<file path="src/hdl/ptob_ram.sv">
// Generic simple dual-port RAM with one write port and a registered read port.
`default_nettype none
module ptob_ram #(
  parameter int unsigned WIDTH = 8,
  parameter int unsigned DEPTH = 64
) (
  input  wire logic                     clk_i,
  input  wire logic                     we_i,
  input  wire logic [$clog2(DEPTH)-1:0] waddr_i,
  input  wire logic [WIDTH-1:0]         wdata_i,
  input  wire logic [$clog2(DEPTH)-1:0] raddr_i,
  output      logic [WIDTH-1:0]         rdata_o
);

  logic [WIDTH-1:0] mem_q [DEPTH];

  always_ff @(posedge clk_i) begin
    if (we_i) begin
      mem_q[waddr_i] <= wdata_i;
    end
    rdata_o <= mem_q[raddr_i];
  end

endmodule
`default_nettype wire

</file>
<file path="config.mk">
export PLATFORM = sky130hd
export DESIGN_NAME = ptob_ram
export DESIGN_NICKNAME = d
export VERILOG_FILES = /design/src/hdl/ptob_ram.sv
export SDC_FILE = /design/constraint.sdc
export NUM_CORES = 1
export LEC_CHECK = 0
export BUFFER_PORTS_ARGS = -buffer_cell sky130_fd_sc_hd__buf_2
export CORE_MARGIN = 4
export CORE_UTILIZATION = 60
export CTS_CLUSTER_DIAMETER = 120
export DETAILED_ROUTE_END_ITERATION = 8
export GPL_TIMING_DRIVEN = 1
export HOLD_SLACK_MARGIN = 0.12
export PLACE_DENSITY_LB_ADDON = 0.3
export SLEW_MARGIN = 5
export SYNTH_ARGS = -nofsm -noshare
export SYNTH_HDL_FRONTEND = slang
export SYNTH_SLANG_ARGS = --single-unit
export TNS_END_PERCENT = 5
</file>
<file path="constraint.sdc">
create_clock -name clk_i -period 2.6 [get_ports clk_i]
set_input_delay 0.52 -clock clk_i [delete_from_list [all_inputs] [get_ports clk_i]]
set_output_delay 0.52 -clock clk_i [all_outputs]
set_load 0.005 [all_outputs]
</file>
==> run metrics <==
final hold viol count=0; Async S/R FF share, synth=0; largest net degree at the start of global routing=65; syn_area_per_cell=approximately 21 um2; pin slew with the least headroom to its limit=about 780 ps; clk buf depth=3; GP Congestion=between 0.8 and 0.9; Max stage delay cell, worst path=mux4_2; Fin Clk Skew=~24 ps; GR Util All Layers=0.255; status=completed; Pleak=~7.5 nW; CTS tree=built; synth cell count leaders=512 x edfxtp_1, 126 x mux4_2, 83 x nor2_1, 23 x mux2i_1, 19 x nand2_1; CORE AREA=32900 um2; Root Buffer Master=clkbuf_16; worst path cell trace=mux4_2 > mux2_2 > o221a_2 > nor3_1 > buf_4 > o32ai_1; Antenna Diode Count=0; area leader, netlist=edfxtp_1; Die Area=36600 um2; DR WL/cell=between 20 and 30 um; Remaining DRCs=0; cells on worst reg2reg path=6; row cnt=between 60 and 70; most frequent cell after synthesis=edfxtp_1; multi-input logic area=4320 um2; Min-Delay Startpoint=wdata_i[7]; Boundary Pins=30; Hold/Removal Path Class=in -> reg; filler cell count=approximately 2000; Mapped Area=20200 um2; hpwl dp=roughly 28000 um; crit share post-route=0.842; Post-CTS Resized=0; sequential cell area=about 16000 um2; reg2reg end=rdata_o[6]; Hold Buf Count CTS=0; vias in the first global route=a little over 10000; Peak VDD IR=approximately 770 uV; TritonCTS buffer count=50; initial antenna violation count=0; Synth-to-Final Area Change=15.2%; Worst Path Required=roughly 3100 ps; post-route minimum period=between 2000 and 2500 ps; ANT nets after route=0; FF-to-FF Start=mem_q[20][6]; Worst Path Buf+Inv=1; clk slew on worst S/H paths=about 60 ps; crit end category=flop; Worst Path Arrival=about 2700 ps; Worst Hold Depth=1; Initial DRC Count=around 1200; die width=between 150 and 200 um; PortBufs=29; Final setup viols=0; PwrDens=between 700 and 800 nW/um2; cell count after placement=roughly 1500; Slew HR=0.477; Final #Nets=1114; CP Max Fanout=1; clock tree sinks=520; library cells used by synthesis=40; Post-synth EDFFs=512; Worst path top cell family by delay=multiplexers; Max Cap Viol=0; f_max=~460 MHz; setup TNS=0 ps; synthesis-stage register bit count=between 500 and 600; post-synth net total=a little under 1000; Initial Util=0.614; Yosys warnings=0; insertion delay to the later sink of the worst-skew pair=~590 ps; critical path's largest stage delay=about 480 ps; design area=~23000 um2; first-pass GRT wire length=slightly below 70000 um; final core utilization=0.707; R2R setup slack=approximately 400 ps; sequential fraction of the synthesis area=0.770; RSZ-0062 raised after global routing=false; vias=10100; setup slack after layout=between 400 and 500 ps; top post-synthesis cells by area=edfxtp_1 76%, mux4_2 14%, nor2_1 1.5%, mux2i_1 1.1%, dfxtp_1 0.79%; share of cells above drive strength 1=0.317; GR Overflow Total=0; Vias per Instance=6.40; placed cell area=between 20000 and 25000 um2; die outline height=191 um; DR pass1 iterations=5; H-tree levels=2; Final Max Tran Viols=0; total setup buffers inserted after CTS=0; routed wire length=44600 um; dominant synthesized flop cell=edfxtp_1; CP Class=reg -> reg; crit start category=flop; share of the synthesized area in the top cell type=0.762; Cells after Synth=940; Non-Filler Instances=between 1500 and 2000; pre-CTS setup slack=-156 ps; Endpoint, Worst Hold=mem_q[50][7]
[flip-flops by register name, summed over array words and instances, names as in the netlist]
signal   count
rdata_o      8
mem_q      512
[worst reg2reg max path: cells and delay by family, from the launching register on]
family / cells / cell delay (ps)
compound gates: 2 / 380
buf+inv: 1 / 180
flops: 1 / 370
mux: 2 / 760
simple gates: 1 / 380
[routing by layer]
| metal | up-vias | part of all wire | global-route usage |
|---|---|---|---|
| li1 | 4219 | - | - |
| met1 | 5231 | 0.38 | 0.370 |
| met2 | 554 | 0.49 | 0.400 |
| met3 | 66 | 0.11 | 0.0674 |
| met4 | 0 | 0.023 | 0.0602 |
| met5 | - | 0 | 0 |
[power by group]
part	total, W	switching, W	internal (W)
Combinational	0.000927	0.000537	0.000390
Sequential	0.00931	0.0000340	0.00928
Clock	0.00682	0.00295	0.00388
Total	0.0171	0.00352	0.0135
[how the worst max path moves through the flow]
stage | startpoint | end | slack (ps) | cells past startpoint
after floorplan | raddr_i[1] | rdata_o[3] | 410 | 7
after global placement | raddr_i[0] | rdata_o[0] | -110 | 9
after detailed placement | raddr_i[0] | rdata_o[2] | -160 | 9
after CTS | mem_q[47][2] | rdata_o[2] | 410 | 5
after global routing | mem_q[47][2] | rdata_o[2] | 360 | 5
final | mem_q[20][6] | rdata_o[6] | 410 | 6
[area by class of cell]
cell class	instances	area share
clock buffer	67	0.0571
tap	442	0.0238
multi-input combinational	369	0.186
clock inverter	24	0.00894
timing repair buffer	151	0.0554
sequential	520	0.669
[through the flow]
step	total power (W)	hold slack, ps
6_report	0.0171	171
2_1_floorplan	0.00997	619
3_3_place_gp	0.0104	771
5_1_grt	0.0176	144
4_1_cts	0.0172	142
3_5_place_dp	0.0104	767
[cells in the final DEF (no fill, tap or decap), types with 9 or more instances in the layout]
cell,n
clkinv_1,9
nor2b_1,14
buf_2,26
mux2i_1,23
clkbuf_1,16
clkbuf_16,50
nand2_1,19
mux4_2,126
nor2_1,83
buf_4,107
edfxtp_1,512
mux2_2,13
nand3_1,13
buf_12,17
[logic make-up after synthesis]
| logic type | after synthesis | share of synthesized area |
|---|---|---|
| AO/OA/AOI/OAI | 54 | 0.0207 |
| buffers and inverters | 51 | 0.0157 |
| flip-flops | 520 | 0.770 |
| multiplexers | 162 | 0.159 |
| AND/OR/NAND/NOR | 153 | 0.0339 |
Power figures use the tool's default switching activity.
