`src/hdl/ptob_pkg.sv`:
```
// Package with the command, status and sequencer types of the order book.
`default_nettype none
package ptob_pkg;

  localparam int unsigned IdW     = 32;
  localparam int unsigned TimeW   = 48;
  localparam int unsigned TraderW = 16;
  localparam int unsigned PortPriceW = 32;
  localparam int unsigned DataW   = 136;

  typedef enum logic [1:0] {
    CMD_INSERT     = 2'd0,
    CMD_REMOVE     = 2'd1,
    CMD_BEST_BID   = 2'd2,
    CMD_BEST_OFFER = 2'd3
  } cmd_e;

  typedef enum logic [1:0] {
    ST_OK        = 2'd0,
    ST_NOT_FOUND = 2'd1,
    ST_FULL      = 2'd2,
    ST_DUP_ID    = 2'd3
  } status_e;

  typedef enum logic [1:0] {
    SEQ_CLEAR,
    SEQ_IDLE,
    SEQ_SCAN,
    SEQ_DONE
  } seq_e;

endpackage
`default_nettype wire

```
`src/hdl/ptob_cmp.sv`:
```
// Shared compare unit: id match and price-time-id ranking of one slot against the best so far.
`default_nettype none
module ptob_cmp
  import ptob_pkg::*;
#(
  parameter int unsigned PW = 32
) (
  input  wire logic [IdW-1:0]   key_id_i,
  input  wire logic             side_i,
  input  wire logic [IdW-1:0]   cand_id_i,
  input  wire logic [PW-1:0]    cand_price_i,
  input  wire logic [TimeW-1:0] cand_time_i,
  input  wire logic [IdW-1:0]   best_id_i,
  input  wire logic [PW-1:0]    best_price_i,
  input  wire logic [TimeW-1:0] best_time_i,
  output      logic             id_eq_o,
  output      logic             ahead_o
);

  assign id_eq_o = (cand_id_i == key_id_i);

  // Bids rank higher prices first, offers lower; then earlier time, then lower id.
  always_comb begin
    if (cand_price_i != best_price_i) begin
      ahead_o = side_i ? (cand_price_i < best_price_i) : (cand_price_i > best_price_i);
    end else if (cand_time_i != best_time_i) begin
      ahead_o = cand_time_i < best_time_i;
    end else begin
      ahead_o = cand_id_i < best_id_i;
    end
  end

endmodule
`default_nettype wire

```
`config.mk`:
```
export PLATFORM = sky130hd
export DESIGN_NAME = ptob_cmp
export DESIGN_NICKNAME = d
export VERILOG_FILES = /design/src/hdl/ptob_pkg.sv /design/src/hdl/ptob_cmp.sv
export SDC_FILE = /design/constraint.sdc
export NUM_CORES = 1
export LEC_CHECK = 0
export ABC_AREA = 1
export BUFFER_PORTS_ARGS = -buffer_cell sky130_fd_sc_hd__buf_2
export CORE_MARGIN = 2
export CORE_UTILIZATION = 26
export DETAILED_ROUTE_END_ITERATION = 10
export PLACE_DENSITY_LB_ADDON = 0.08
export SYNTH_ARGS = -nofsm -noshare
export SYNTH_HDL_FRONTEND = slang
export SYNTH_SLANG_ARGS = --single-unit
```
`constraint.sdc`:
```
create_clock -name vclk -period 6.3
set_clock_uncertainty 0.2 [all_clocks]
set_input_delay 1.26 -clock vclk [all_inputs]
set_output_delay 1.26 -clock vclk [all_outputs]
set_load 0.1 [all_outputs]
```
==> qor.yml, run 1 <==
total_power_mw: 0.278
die_h_microns: 119
cts_resized: 0
cp_data_required_time_ns: 4.84
netlist.area_leader.share_pct: 40.1
slew_headroom_pct: 67.5
wl_met2_mm: 5.09
finalNonFillerCells: 1008
setup_viol: 0
drtIter0Drc: 59
grt_overflow: 0
drt-total-wl_mm: 10.3
fill_cells: 1444
avgViaCountPerCell: 4.11
synthToLayoutAreaGrowth_pct: 43.9
seqCellArea_sq_um: 0
arrival_ns: 3.03
synthCells: 572
multi_input_area_sq_um: 2880
grt_max_degree: 4
die_area_sq_um: 14300
p_switching_mw: 0.139
drt-met1-wl_mm: 4.30
peakVddDrop_uv: 18.6
antenna_found_initial: 2
period_share_pct: 71.2
switching_share_pct: 49.9
drcViolationCount: 0
crit_chain: "buf_2 -> inv_1 -> ha_1 -> nand2_1 -> nor2_2 -> nand2_1 -> nor2_2 -> nand2_2 -> nor2_4 -> inv_2 -> nor2_2 -> nand2_1 -> nand2_1 -> nand2_1 -> nand2_1 -> buf_2"
mostFrequentLayoutCells: "buf_2 (259), inv_1 (153), nand2_1 (125)"
final_cell_area_sq_um: 4980
wl_per_cell_microns: 10.2
final_common_cell: "buf_2"
min-delay-start: "side_i"
power.density_nw_per_um2: 55.8
drive_gt1_share_pct: 32.9
max_stage_delay_ns: 0.42
p_leak_nw: 3.34
cp_common_cell: "nand2_1"
core-area_sq_um: 13100
ant_nets: 0
start_util_pct: 26.4
power_frac_seq_pct: 0
holdCritPathClass: "primary input to output port"
num-nets-final: 1201
cts_setup_buffers: 0
status: "complete, no violations"
top_layer: "met5"
grt_pass1_wl_mm: 16.7
fin_tns_setup_ns: 0
wl_met3_microns: 772
row_count: 42
seq_cell_count: 0
path_class: "primary input to output port"
synth_top_area_cell: "ha_1"
dpl-instance-area_sq_um: 4980
critPathLaunchType: "primary input"
synthesis.area_sq_um: 3460
maxSlewViolCount: 0
ioPinCount: 259
fmax_ghz: 0.223
p_int_mw: 0.139
final_hold_viol_count: 0
clockBufferCount: 0
die_w_microns: 119
dr.pass1.iters: 4
crit_family: "simple AND/OR/NAND/NOR gates"
cap_violations: 0
pwr-share-clk_pct: 0
grtUsageTotal_pct: 13.7
postSynthAreaPerCell_sq_um: 6.05
dp.final_hpwl_mm: 9.97
synth_fp_nets: 940
ctsHoldBuffers: 0
dr_total_vias: 4138
post-route-min-period_ns: 4.49
p_comb_share_pct: 100.0
io_buffers: 259
grt_setup_unrepaired: "no"
worstMarginPinSlew_ns: 0.490
critPathSlowestCell: "buf_2"
synth.area.top_cells: "ha_1 (40%), inv_1 (17%), nand2_1 (14%), a21oi_1 (7.4%), nor2_1 (4.3%)"
synth_cell_types: 24
critPathCaptureType: "output port"
cp.buffers_inverters: 4
cp.depth: 16
cp_max_fo: 2
holdPathEnd: "ahead_o"
placed_cells: 1007
whs_path_depth: 5
yosysSeqAreaShare_pct: 0
yosysWarnings: 0
gp_congestion: 0.808
grt_pass1_vias: 3994
-- power groups by stage --
stage	Clock [mW]	Sequential (mW)	Combinational (mW)
finish	0.0000000212	0	0.278
global route	0	0	0.329
CTS	0	0	0.285
detailed placement	0	0	0.282
global placement	0	0	0.276
floorplan	0	0	0.159
-- metrics by stage --
step | util, % | hold slack, ns | worst slack (ns)
2_1_floorplan | - | 2.91 | 1.87
3_3_place_gp | 37.9 | 2.85 | 1.78
3_5_place_dp | 37.9 | 2.86 | 1.76
4_1_cts | 37.9 | 2.86 | 1.76
5_1_grt | 37.9 | 2.88 | 1.60
6_report | 37.9 | 2.86 | 1.81
-- worst max path at each step --
stage / from / endpoint
final: best_time_i[31] / ahead_o
after global routing: best_time_i[31] / ahead_o
after CTS: best_time_i[27] / ahead_o
after detailed placement: best_time_i[27] / ahead_o
after global placement: best_time_i[15] / ahead_o
after floorplan: best_time_i[47] / ahead_o
-- worst min-delay path, stage by stage --
cell and delay [ns]:
buf_2 0.09, nand2_1 0.05, nand3_1 0.06, nand2_1 0.05, buf_2 0.28
-- final cells by class --
| class | instances | area share (%) |
|---|---|---|
| diodes | 1 | 0.0502 |
| inverters | 155 | 11.7 |
| multi-input cells | 417 | 57.8 |
| well taps | 176 | 4.42 |
| repair buffers | 259 | 26.0 |
-- per-layer routing --
| metal | up-vias | GRT usage, % |
|---|---|---|
| met5 | - | 0 |
| met4 | 2 | 1.25 |
| met3 | 10 | 1.68 |
| met2 | 149 | 27.2 |
| met1 | 1673 | 16.2 |
| li1 | 2304 | - |
-- Yosys cell counts, drive strengths merged --
cell type and instances:
xnor2 11, o21a 5, nor3 9, nand3 10
nand2 128, and2 3, o211ai 1, nor2 48
and3 1, ha 111, a21boi 1, or2 1
o21ai 13, xor2 14, nor4 2, a21o 2
inv 155, nand4 6, a21oi 51
-- logic make-up (layout without fill, tap and decap cells) --
logic type	after synthesis	after routing	share of synthesized area, %
buf+inv	155	414	16.8
fa+ha+maj	111	111	40.1
other cells	0	1	0
compound gates	73	73	11.2
simple gates	208	208	25.6
xor+xnor	25	25	6.32
Power figures use the tool's default switching activity.
==> inputs of run 2 (changes only) <==
==> constraint.sdc (replaced) <==
create_clock -name vclk -period 3.7
set_clock_uncertainty 0.2 [all_clocks]
set_input_delay 0.74 -clock vclk [all_inputs]
set_output_delay 0.74 -clock vclk [all_outputs]
set_load 0.1 [all_outputs]
==> qor.yml, run 2 (synthesized netlist as in run 1, its figures left out) <==
status: "complete, no violations"
grtUsageTotal_pct: 13.6  # -0.11 points
cap_violations: 0  # unchanged
grt_max_degree: 4  # unchanged
drt-total-wl_mm: 10.2  # -1.0%
finalNonFillerCells: 1008  # unchanged
cts_setup_buffers: 0  # unchanged
critPathCaptureType: "output port"
cp_data_required_time_ns: 2.76  # -2.08 ns
drive_gt1_share_pct: 32.9  # unchanged
mostFrequentLayoutCells: "buf_2 (258), inv_1 (153), nand2_1 (125)"
period_share_pct: 87.9
grt_pass1_wl_mm: 16.6  # -0.83%
seqCellArea_sq_um: 0  # unchanged
ctsHoldBuffers: 0  # unchanged
peakVddDrop_uv: 36.3  # +95%
dr.pass1.iters: 4  # unchanged
die_h_microns: 119  # unchanged
gp_congestion: 0.817  # +1.2%
die_area_sq_um: 14300  # unchanged
io_buffers: 259  # unchanged
ioPinCount: 259  # unchanged
holdCritPathClass: "primary input to output port"
num-nets-final: 1201  # unchanged
dr_total_vias: 4119  # -0.46%
slew_headroom_pct: 68.0  # +0.50 points
row_count: 42  # unchanged
p_leak_nw: 3.35  # +0.17%
power.density_nw_per_um2: 96.0  # +72%
post-route-min-period_ns: 3.25
setup_viol: 0  # unchanged
path_class: "primary input to output port"
clockBufferCount: 0  # unchanged
cp_max_fo: 2  # unchanged
core-area_sq_um: 13100  # unchanged
grt_setup_unrepaired: "no"
fmax_ghz: 0.308
wl_per_cell_microns: 10.1  # -1.0%
die_w_microns: 119  # unchanged
cts_resized: 0  # unchanged
final_common_cell: "buf_2"
ant_nets: 0  # unchanged
avgViaCountPerCell: 4.09  # -0.46%
maxSlewViolCount: 0  # unchanged
placed_cells: 1007  # unchanged
start_util_pct: 26.4  # unchanged
seq_cell_count: 0  # unchanged
synthToLayoutAreaGrowth_pct: 44.3
arrival_ns: 2.31  # -0.72 ns
drcViolationCount: 0  # unchanged
grt_pass1_vias: 3953  # -1.0%
antenna_found_initial: 2  # unchanged
grt_overflow: 0  # unchanged
drtIter0Drc: 76  # +29%
final_hold_viol_count: 0  # unchanged
dp.final_hpwl_mm: 9.82  # -1.5%
worstMarginPinSlew_ns: 0.483  # -0.00763 ns
total_power_mw: 0.479  # +72%
fin_tns_setup_ns: 0  # unchanged
critPathLaunchType: "primary input"
run 2: cell counts in the layout (fill, tap and decap cells not counted):
No cell type changed its count.
run 2: worst paths after layout:
kind / start / endpoint / slack (ns) / cells after the start
worst min-delay path: side_i / ahead_o / 1.74 / 5
worst max-delay path: cand_time_i[31] / ahead_o / 0.45 / 15
run 2: final cells by class:
class	instances	area [sq um]
Timing Repair Buffer	259	1310
Fill cell	1466	8140
Antenna cell	1	2.50
Tap cell	176	220
Multi-Input combinational cell	417	2880
Inverter	155	582
run 2: per-layer routing:
| metal | vias to the layer above | global-route usage (%) | part of all wire [%] |
|---|---|---|---|
| met2 | 140 | 26.3 | 49 |
| met3 | 8 | 1.82 | 7.8 |
| met4 | 2 | 1.25 | 1.2 |
| met5 | - | 0 | 0.13 |
| li1 | 2307 | - | - |
| met1 | 1662 | 16.6 | 42 |
run 2: per-stage QoR:
stage / hold slack (ns) / utilization (%) / setup WS (ns) / instance area (sq um)
6_report: 1.74 / 38.0 / 0.448 / 5000
3_3_place_gp: 1.73 / 38.0 / 0.417 / 4990
5_1_grt: 1.77 / 38.0 / 0.215 / 5000
4_1_cts: 1.74 / 38.0 / 0.392 / 4990
3_5_place_dp: 1.73 / 38.0 / 0.398 / 4990
2_1_floorplan: 1.87 / - / 0.312 / 3460
run 2: power by group:
part	internal, mW	leakage (nW)	switching (mW)
combinational	0.242	3.35	0.237
clock	0.0000000361	0.00000634	0
sequential	0	0	0
run 2: critical path, stage by stage:
cell     delay (ns)
buf_2          0.10
ha_1           0.28
nand2_1        0.09
nor2_2         0.13
nand2_1        0.09
nor2_2         0.13
nand2_2        0.08
nor2_4         0.09
inv_2          0.04
nor2_2         0.08
nand2_1        0.05
nand2_1        0.07
nand2_1        0.06
nand2_1        0.10
buf_12         0.18
